## src/hdl/ttfd_pkg.sv

```systemverilog
// Package: shared types, codes and constants of the two-type frame deframer.
`timescale 1ns / 1ps
`default_nettype none
package ttfd_pkg;

	localparam int unsigned BYTE_W      = 8;
	localparam int unsigned KIND_W      = 3;
	localparam int unsigned CFG_IDX_W   = 8;

	localparam logic [BYTE_W-1:0] BINARY_PAYLOAD_BYTES = 8'd64;

	localparam logic [BYTE_W-1:0] SYNC_FIRST_RST  = 8'hAA;
	localparam logic [BYTE_W-1:0] SYNC_SECOND_RST = 8'h55;
	localparam logic [BYTE_W-1:0] BIN_TYPE_RST    = 8'd1;
	localparam logic [BYTE_W-1:0] TXT_TYPE_RST    = 8'd2;

	localparam logic [CFG_IDX_W-1:0] REG_SYNC_FIRST  = 8'd0;
	localparam logic [CFG_IDX_W-1:0] REG_SYNC_SECOND = 8'd1;
	localparam logic [CFG_IDX_W-1:0] REG_BIN_TYPE    = 8'd2;
	localparam logic [CFG_IDX_W-1:0] REG_TXT_TYPE    = 8'd3;

	localparam logic [KIND_W-1:0] KIND_BIN     = 3'd0;
	localparam logic [KIND_W-1:0] KIND_TXT     = 3'd1;
	localparam logic [KIND_W-1:0] KIND_GOOD    = 3'd2;
	localparam logic [KIND_W-1:0] KIND_BAD     = 3'd3;
	localparam logic [KIND_W-1:0] KIND_TXTEND  = 3'd4;

	typedef struct packed {
		logic [BYTE_W-1:0] sync_first;
		logic [BYTE_W-1:0] sync_second;
		logic [BYTE_W-1:0] binary_type_code;
		logic [BYTE_W-1:0] text_type_code;
	} cfg_t;

	typedef struct packed {
		logic              vld;
		logic [BYTE_W-1:0] payload_byte;
		logic [BYTE_W-1:0] byte_position;
		logic [KIND_W-1:0] item_kind;
	} res_t;

endpackage
`default_nettype wire

```

## src/hdl/ttfd_step.sv

```systemverilog
// Deframer state machine: per-byte state update and result formation.
`timescale 1ns / 1ps
`default_nettype none
module ttfd_step import ttfd_pkg::*; (
	input  wire logic              clk,
	input  wire logic              arst_n,
	input  wire logic              fire,
	input  wire logic [BYTE_W-1:0] rx_byte,
	input  wire cfg_t              cfg,
	output res_t                   res
);

	localparam logic [2:0] PH_HUNT1   = 3'd0;
	localparam logic [2:0] PH_HUNT2   = 3'd1;
	localparam logic [2:0] PH_TYPE    = 3'd2;
	localparam logic [2:0] PH_BODY    = 3'd3;
	localparam logic [2:0] PH_TEXT    = 3'd4;
	localparam logic [2:0] PH_CHECK   = 3'd5;
	localparam logic [2:0] PH_TEXTEND = 3'd6;

	logic [2:0]        phase_q,  phase_d;
	logic [BYTE_W-1:0] ftype_q,  ftype_d;
	logic [BYTE_W-1:0] count_q,  count_d;
	logic [BYTE_W-1:0] tlen_q,   tlen_d;
	logic [BYTE_W-1:0] xor_q,    xor_d;
	logic [BYTE_W-1:0] count_inc;

	assign count_inc = count_q + 8'd1;

	always_comb begin
		phase_d = phase_q;
		ftype_d = ftype_q;
		count_d = count_q;
		tlen_d  = tlen_q;
		xor_d   = xor_q;
		res     = '0;
		case (phase_q)
			PH_HUNT2: begin
				phase_d = (rx_byte == cfg.sync_second) ? PH_TYPE : PH_HUNT1;
			end
			PH_TYPE: begin
				ftype_d = rx_byte;
				count_d = '0;
				xor_d   = '0;
				tlen_d  = '0;
				phase_d = PH_BODY;
			end
			PH_BODY: begin
				if (ftype_q == cfg.binary_type_code) begin
					res.vld           = 1'b1;
					res.payload_byte  = rx_byte;
					res.byte_position = count_q;
					res.item_kind     = KIND_BIN;
					xor_d             = xor_q ^ rx_byte;
					count_d           = count_inc;
					if (count_inc >= BINARY_PAYLOAD_BYTES)
						phase_d = PH_CHECK;
				end else if (ftype_q == cfg.text_type_code) begin
					tlen_d  = rx_byte;
					phase_d = PH_TEXT;
				end else begin
					phase_d = PH_HUNT1;
				end
			end
			PH_TEXT: begin
				res.vld           = 1'b1;
				res.payload_byte  = rx_byte;
				res.byte_position = count_q;
				res.item_kind     = KIND_TXT;
				count_d           = count_inc;
				if (count_inc >= tlen_q)
					phase_d = PH_TEXTEND;
			end
			PH_CHECK: begin
				res.vld           = 1'b1;
				res.byte_position = count_q;
				res.item_kind     = (xor_q == rx_byte) ? KIND_GOOD : KIND_BAD;
				phase_d           = PH_HUNT1;
			end
			PH_TEXTEND: begin
				res.vld           = 1'b1;
				res.byte_position = count_q;
				res.item_kind     = KIND_TXTEND;
				phase_d           = PH_HUNT1;
			end
			default: begin
				phase_d = (rx_byte == cfg.sync_first) ? PH_HUNT2 : PH_HUNT1;
			end
		endcase
	end

	always_ff @(posedge clk or negedge arst_n) begin
		if (!arst_n) begin
			phase_q <= PH_HUNT1;
			ftype_q <= '0;
			count_q <= '0;
			tlen_q  <= '0;
			xor_q   <= '0;
		end else if (fire) begin
			phase_q <= phase_d;
			ftype_q <= ftype_d;
			count_q <= count_d;
			tlen_q  <= tlen_d;
			xor_q   <= xor_d;
		end
	end

endmodule
`default_nettype wire
```

## config.mk

```make
export PLATFORM = sky130hd
export DESIGN_NAME = ttfd_step
export DESIGN_NICKNAME = d
export VERILOG_FILES = /design/src/hdl/ttfd_pkg.sv /design/src/hdl/ttfd_step.sv
export SDC_FILE = /design/constraint.sdc
export NUM_CORES = 1
export LEC_CHECK = 0
export BUFFER_PORTS_ARGS = -buffer_cell sky130_fd_sc_hd__buf_2
export CORE_MARGIN = 3
export CORE_UTILIZATION = 56
export CTS_BUF_LIST = sky130_fd_sc_hd__clkbuf_2
export DETAILED_ROUTE_END_ITERATION = 10
export PLACE_DENSITY = 0.94
export SYNTH_ARGS = -nofsm -noshare
export SYNTH_HDL_FRONTEND = slang
export SYNTH_SLANG_ARGS = --single-unit
```

## constraint.sdc

```tcl
create_clock -name clk -period 3.2 [get_ports clk]
set_clock_uncertainty 0.1 [all_clocks]
set_input_delay 0.32 -clock clk [delete_from_list [all_inputs] [get_ports clk]]
set_output_delay 0.32 -clock clk [all_outputs]
set_load 0.05 [all_outputs]
```

=== Word-level counts from Yosys, hierarchy flattened ===
Index checks and enable logic that the tools add are counted.

* Reduce and logical (&&, ||, !) cells: 9
* Bitwise logic cells: 1
* Add/sub/neg operators: 1
* Magnitude comparators: 2
* Eq/ne operators: 16
* Mux-type cells: 19

{| class="wikitable"
|+ Operators by type and width
! operator !! number
|-
| $pmux 8 s2 || 3
|-
| $pmux 11 s4 || 1
|-
| $eq 8x8->1 || 5
|-
| $mux 8 || 4
|-
| $pmux 8 s3 || 1
|-
| $mux 20 || 1
|-
| $pmux 3 s5 || 1
|-
| $mux 3 || 4
|-
| $eq 3x3->1 const B || 3
|-
| $reduce_and 3->1 || 3
|-
| $add 8x1->8 const B || 1
|-
| $ge 8x7->1 const B || 1
|-
| $ge 8x8->1 || 1
|-
| $ne 2x2->1 const B || 4
|-
| $xor 8x8->8 || 1
|-
| $eq 3x2->1 const B || 2
|-
| $reduce_and 4->1 || 1
|-
| $eq 3x1->1 const B || 1
|-
| $ne 3x3->1 const B || 1
|-
| $reduce_bool 3->1 || 1
|-
| $reduce_or 3->1 || 1
|-
| $mux 1 || 2
|-
| $mux 2 || 1
|-
| $pmux 1 s2 || 1
|-
| other kinds (3) || 3
|}

* Word-level logic and storage cells: 53
* Input bits: 43
* Register bits: 35

=== Depth between registers and ports, before layout ===
* Depth in word-level cells: 5
* Depth in mapped cells: 11
* Gate-level depth less buffers: 11

=== Worst setup path after synthesis ===
Ideal clock, no wire load.

* Path kind: reg2reg
* Start point: register count_q[0]
* End point: register phase_q[2]
* Cell stages (with the launch flop): 12
* Buffers on the path: 0
* Arrival: 2619 ps
* Data required time: 2972 ps
* Path slack: 354 ps
* Setup time: 128 ps
* Path through: dfrtp_1 > ha_1 > nand3_1 > nor2_1 > xnor2_1 > inv_1 > ha_1 > a21o_1 > a2111oi_2 > a2bb2oi_2 > a31oi_1 > mux2_1

* Cells in the longest elaborated chain, start to end: 4
* Elaborated cells on any way between the ends: 6
* Those cells by class: add/sub: 1; order compare: 2; eq/ne: 2; reduce/logical: 1

{| class="wikitable"
|+ RTL lines
! element !! line !! RTL
|-
| from (decl) || ttfd_step.sv:23 || <nowiki>logic [BYTE_W-1:0] count_q, count_d;</nowiki>
|-
| from (signal assigned) || ttfd_step.sv:102 || <nowiki>count_q <= count_d;</nowiki>
|-
| $add 8x1->8 (*) || ttfd_step.sv:28 || <nowiki>assign count_inc = count_q + 8'd1;</nowiki>
|-
| $ge 8x7->1 / $ge 8x8->1 (equally long branches) || ttfd_step.sv:56, ttfd_step.sv:71 ||
|-
| $ne 3x3->1 (no source line) / $ne 2x2->1 (equally long branches) || - ||
|-
| $reduce_and 3->1 (no source line) (*) || - ||
|-
| to (signal assigned) || ttfd_step.sv:100 || <nowiki>phase_q <= phase_d;</nowiki>
|-
| to (decl) || ttfd_step.sv:21 || <nowiki>logic [2:0] phase_q, phase_d;</nowiki>
|}

Mark *: on every way between the ends. The rest lies on a longest branch, timed or not.
A chain may end at the register's enable or synchronous reset.

=== Worst setup path after layout ===
Same ends and word-level chain as after synthesis.

==> flow_results.xml <==
<?xml version="1.0" encoding="UTF-8"?>
<metrics>
  <group name="yosys">
    <metric name="yosys_top_cell_area_share" unit="">0.319</metric>
    <metric name="syn_area" unit="sq mm">0.00274</metric>
    <metric name="synth.yosys.seq_area_share" unit="">0.319</metric>
    <metric name="synth_compound_gate_area_share" unit="">0.142</metric>
    <metric name="synth_most_common_cell" unit="">sky130_fd_sc_hd__nand2_1</metric>
    <metric name="yosysUniqueCellTypes" unit="">52</metric>
    <metric name="combinational_family_with_the_most_area_after_synthesis" unit="">simple AND/OR/NAND/NOR gates</metric>
    <metric name="synth_warnings" unit="">0</metric>
    <metric name="mappedNetlistNets" unit="">377</metric>
    <metric name="asyncSetResetFlopFracSynth" unit="">1.00</metric>
    <metric name="synth_common_cells" unit="">sky130_fd_sc_hd__nand2_1 (42), sky130_fd_sc_hd__dfrtp_1 (35), sky130_fd_sc_hd__xor2_1 (30)</metric>
    <metric name="synth_area_leaders" unit="">sky130_fd_sc_hd__dfrtp_1 (32%), sky130_fd_sc_hd__xor2_1 (9.6%), sky130_fd_sc_hd__nand2_1 (5.7%)</metric>
    <metric name="synth-simple-area-share" unit="">0.288</metric>
    <metric name="netlist.top_cell.by_area" unit="">sky130_fd_sc_hd__dfrtp_1</metric>
    <metric name="synth_xor_xnor_area_share" unit="">0.143</metric>
    <metric name="gate_count_after_technology_mapping" unit="">325</metric>
    <metric name="ys_ff_latch" unit="">35</metric>
    <metric name="multiplexer_share_of_the_synthesized_area" unit="">0.00410</metric>
    <metric name="post_synth_fa_ha_maj_area_fraction" unit="">0.0410</metric>
    <metric name="avgSynthCellArea" unit="sq um">8.44</metric>
    <metric name="number_of_enable_flip_flop_cells_after_synthesis" unit="">0</metric>
    <metric name="synth_flop_cell" unit="">sky130_fd_sc_hd__dfrtp_1</metric>
  </group>
  <group name="global_routing">
    <metric name="grt_util_all_layers" unit="">0.254</metric>
    <metric name="initial_antenna_violation_count" unit="">0</metric>
    <metric name="grt_pass1_vias" unit="">2562</metric>
    <metric name="globalRoute.totalOverflow" unit="">0</metric>
    <metric name="grt_max_degree" unit="">36</metric>
    <metric name="first_pass_grt_wire_length" unit="mm">12.1</metric>
  </group>
  <group name="layout">
    <metric name="area.growth.synth_to_final" unit="%">14.9</metric>
    <metric name="drive_above_1_share" unit="">0.234</metric>
    <metric name="final_area" unit="sq mm">0.00315</metric>
    <metric name="layout.core_utilization" unit="">0.695</metric>
    <metric name="finalNetCount" unit="">432</metric>
    <metric name="n_antenna_cell" unit="">0</metric>
  </group>
  <group name="route">
    <metric name="first_iter_violations" unit="">273</metric>
    <metric name="dr_total_vias" unit="">2588</metric>
    <metric name="post_drt_wl_per_cell" unit="um">16.0</metric>
    <metric name="vias_per_cell" unit="">5.80</metric>
    <metric name="dr.pass1.iters" unit="">4</metric>
    <metric name="drc_errors" unit="">0</metric>
    <metric name="drt.antenna.violating_nets" unit="">0</metric>
    <metric name="routed_wl" unit="mm">7.12</metric>
  </group>
  <group name="power_and_ir_drop">
    <metric name="power.static_leakage" unit="nW">1.59</metric>
    <metric name="post_layout_total_power" unit="mW">1.81</metric>
    <metric name="ir_drop" unit="mV">0.382</metric>
    <metric name="power.density" unit="mW/mm^2">573</metric>
  </group>
  <group name="placement">
    <metric name="dpl_worst_slack" unit="ns">0.0767</metric>
    <metric name="placement.cell_area" unit="sq mm">0.00305</metric>
    <metric name="routabilityCongestion" unit="">0.856</metric>
    <metric name="hpwl" unit="mm">5.23</metric>
    <metric name="port-buffer-count" unit="">62</metric>
  </group>
  <group name="clock_network">
    <metric name="cts_buffers" unit="">5</metric>
    <metric name="clockBufferDepth" unit="">2</metric>
    <metric name="clockRootBuffer" unit="">sky130_fd_sc_hd__clkbuf_2</metric>
    <metric name="cts_tree" unit="">yes</metric>
    <metric name="clkLatencyLatePin" unit="ns">0.41</metric>
    <metric name="htreeDepth" unit="">2</metric>
    <metric name="cts.sink_count" unit="">35</metric>
    <metric name="cts.reportedPaths.clkPinSlew" unit="ns">0.19</metric>
  </group>
  <group name="critical_path">
    <metric name="critical-path-max-stage-delay" unit="ns">0.44</metric>
    <metric name="cpMaxStageDelayCell" unit="">sky130_fd_sc_hd__dfrtp_1</metric>
    <metric name="critPathCaptureType" unit="">register</metric>
    <metric name="worst-endpoint-required" unit="ns">3.41</metric>
    <metric name="path_cells" unit="">ha_1, nand3_1, nor2_1, xnor2_2, inv_1, ha_1, a21o_1, a2111oi_2, a2bb2oi_2, a31oi_1, mux2_1</metric>
    <metric name="crit_path_max_fo" unit="">5</metric>
    <metric name="setup.worst_path.start_class" unit="">register</metric>
    <metric name="crit_family" unit="">compound AO/OA/AOI/OAI gates</metric>
    <metric name="cp.buffers_inverters" unit="">1</metric>
    <metric name="critical_path.most_common_cell" unit="">sky130_fd_sc_hd__ha_1</metric>
    <metric name="setup.worst_path.class" unit="">reg2reg</metric>
    <metric name="arrival" unit="ns">3.22</metric>
  </group>
  <group name="sta">
    <metric name="finalCritPeriodShare" unit="">0.942</metric>
    <metric name="slew_worst_pin" unit="ns">0.808</metric>
    <metric name="slew_headroom" unit="">0.461</metric>
    <metric name="setup-violations-final" unit="">0</metric>
    <metric name="finalHoldViolations" unit="">0</metric>
    <metric name="final-max-slew-violation-count" unit="">0</metric>
    <metric name="achievable_freq" unit="MHz">332</metric>
    <metric name="setup-tns-final" unit="ns">0</metric>
    <metric name="setup_ws" unit="ns">0.185</metric>
    <metric name="min_period" unit="ns">3.01</metric>
  </group>
  <group name="run">
    <metric name="drv_cap" unit="">0</metric>
  </group>
  <group name="floorplan">
    <metric name="chipHeight" unit="um">76</metric>
    <metric name="initial_utilization" unit="">0.605</metric>
    <metric name="fp.coreArea" unit="sq mm">0.00453</metric>
    <metric name="io_pins" unit="">63</metric>
    <metric name="die_ar" unit="sq mm">0.00578</metric>
    <metric name="placement_rows" unit="">24</metric>
    <metric name="die_width" unit="um">76</metric>
  </group>
  <group name="status">
    <metric name="run_status" unit="">completed</metric>
  </group>
  <group name="min_path">
    <metric name="min_path_type" unit="">in2reg</metric>
  </group>
</metrics>
worst reg2reg max path, stage by stage, from the launching register on:
cell                        delay (ns)
sky130_fd_sc_hd__dfrtp_1          0.44
sky130_fd_sc_hd__ha_1             0.23
sky130_fd_sc_hd__nand3_1          0.17
sky130_fd_sc_hd__nor2_1           0.22
sky130_fd_sc_hd__xnor2_2          0.19
sky130_fd_sc_hd__inv_1            0.10
sky130_fd_sc_hd__ha_1             0.32
sky130_fd_sc_hd__a21o_1           0.18
sky130_fd_sc_hd__a2111oi_2        0.38
sky130_fd_sc_hd__a2bb2oi_2        0.21
sky130_fd_sc_hd__a31oi_1          0.07
sky130_fd_sc_hd__mux2_1           0.32
flip-flops by register name (all words and copies together), names as in the netlist:
name	count
count_q	8
xor_q	8
tlen_q	8
phase_q	3
ftype_q	8
cell families (layout without fill, tap and decap cells):
group | after synthesis | in the layout
AND/OR/NAND/NOR | 149 | 149
AO/OA/AOI/OAI | 51 | 51
XOR/XNOR | 44 | 44
buffers and inverters | 36 | 92
flip-flops | 35 | 35
adder cells (fa/ha/maj) | 9 | 9
multiplexers | 1 | 1
path summary, 6_finish.rpt:
check	cells after the start	slack (ns)	from	to
worst min-delay path	3	0.10	rx_byte[7]	ftype_q[7]
max in group asynchronous	2	2.08	arst_n	ftype_q[5]
worst max register to register	11	0.19	count_q[0]	phase_q[2]
worst min register to register	2	0.42	tlen_q[2]	tlen_q[2]
worst max-delay path	11	0.19	count_q[0]	phase_q[2]
min in group asynchronous	2	0.41	arst_n	count_q[3]
where the power goes:
group	total, mW	leakage [nW]	switching (mW)	internal (mW)
sequential	0.708	0.458	0.147	0.561
combinational	0.809	1.09	0.492	0.317
clock	0.289	0.0404	0.161	0.128
timing repair:
item                                    CTS  global route
endpoints found under the setup margin    0             3
hold buffers                              1             0
gates resized for setup                   0             3
hold endpoints to repair                 35             0
buffers inserted                          0             1
placed cells by master (no fill, tap or decap), drive strengths merged, types with 6 or more instances in the layout:
master / Yosys / final
buf: 4 / 66
ha: 9 / 9
nand2b: 6 / 6
xor2: 31 / 31
nand2: 42 / 42
nor2b: 12 / 12
dfrtp: 35 / 35
nor3b: 13 / 13
xnor2: 13 / 13
nand3: 21 / 21
nor3: 8 / 8
inv: 17 / 17
nor2: 26 / 26
a211o: 9 / 9
o21ai: 12 / 12
stage by stage:
step           hold slack [ns]  instances
2_1_floorplan          -0.0756        325
3_3_place_gp             0.344        436
3_5_place_dp             0.351        436
4_1_cts                 0.0866        445
5_1_grt                 0.0816        446
6_report                 0.100        446
area by class of cell:
type | count | area [sq um]
Multi-Input combinational cell | 254 | 1720
Fill cell | 346 | 1380
Sequential cell | 35 | 876
Timing Repair Buffer | 67 | 350
Tap cell | 65 | 81.3
Inverter | 17 | 63.8
Clock inverter | 3 | 38.8
Clock buffer | 5 | 25.0
routing by layer:
layer / up-vias / wire (um) / track usage
met5: - / 0 / 0
met4: 0 / 124 / 0.0797
met3: 15 / 510 / 0.0579
met2: 112 / 3630 / 0.428
met1: 1233 / 2860 / 0.323
li1: 1228 / - / -
(Power assumes the default switching activity.)
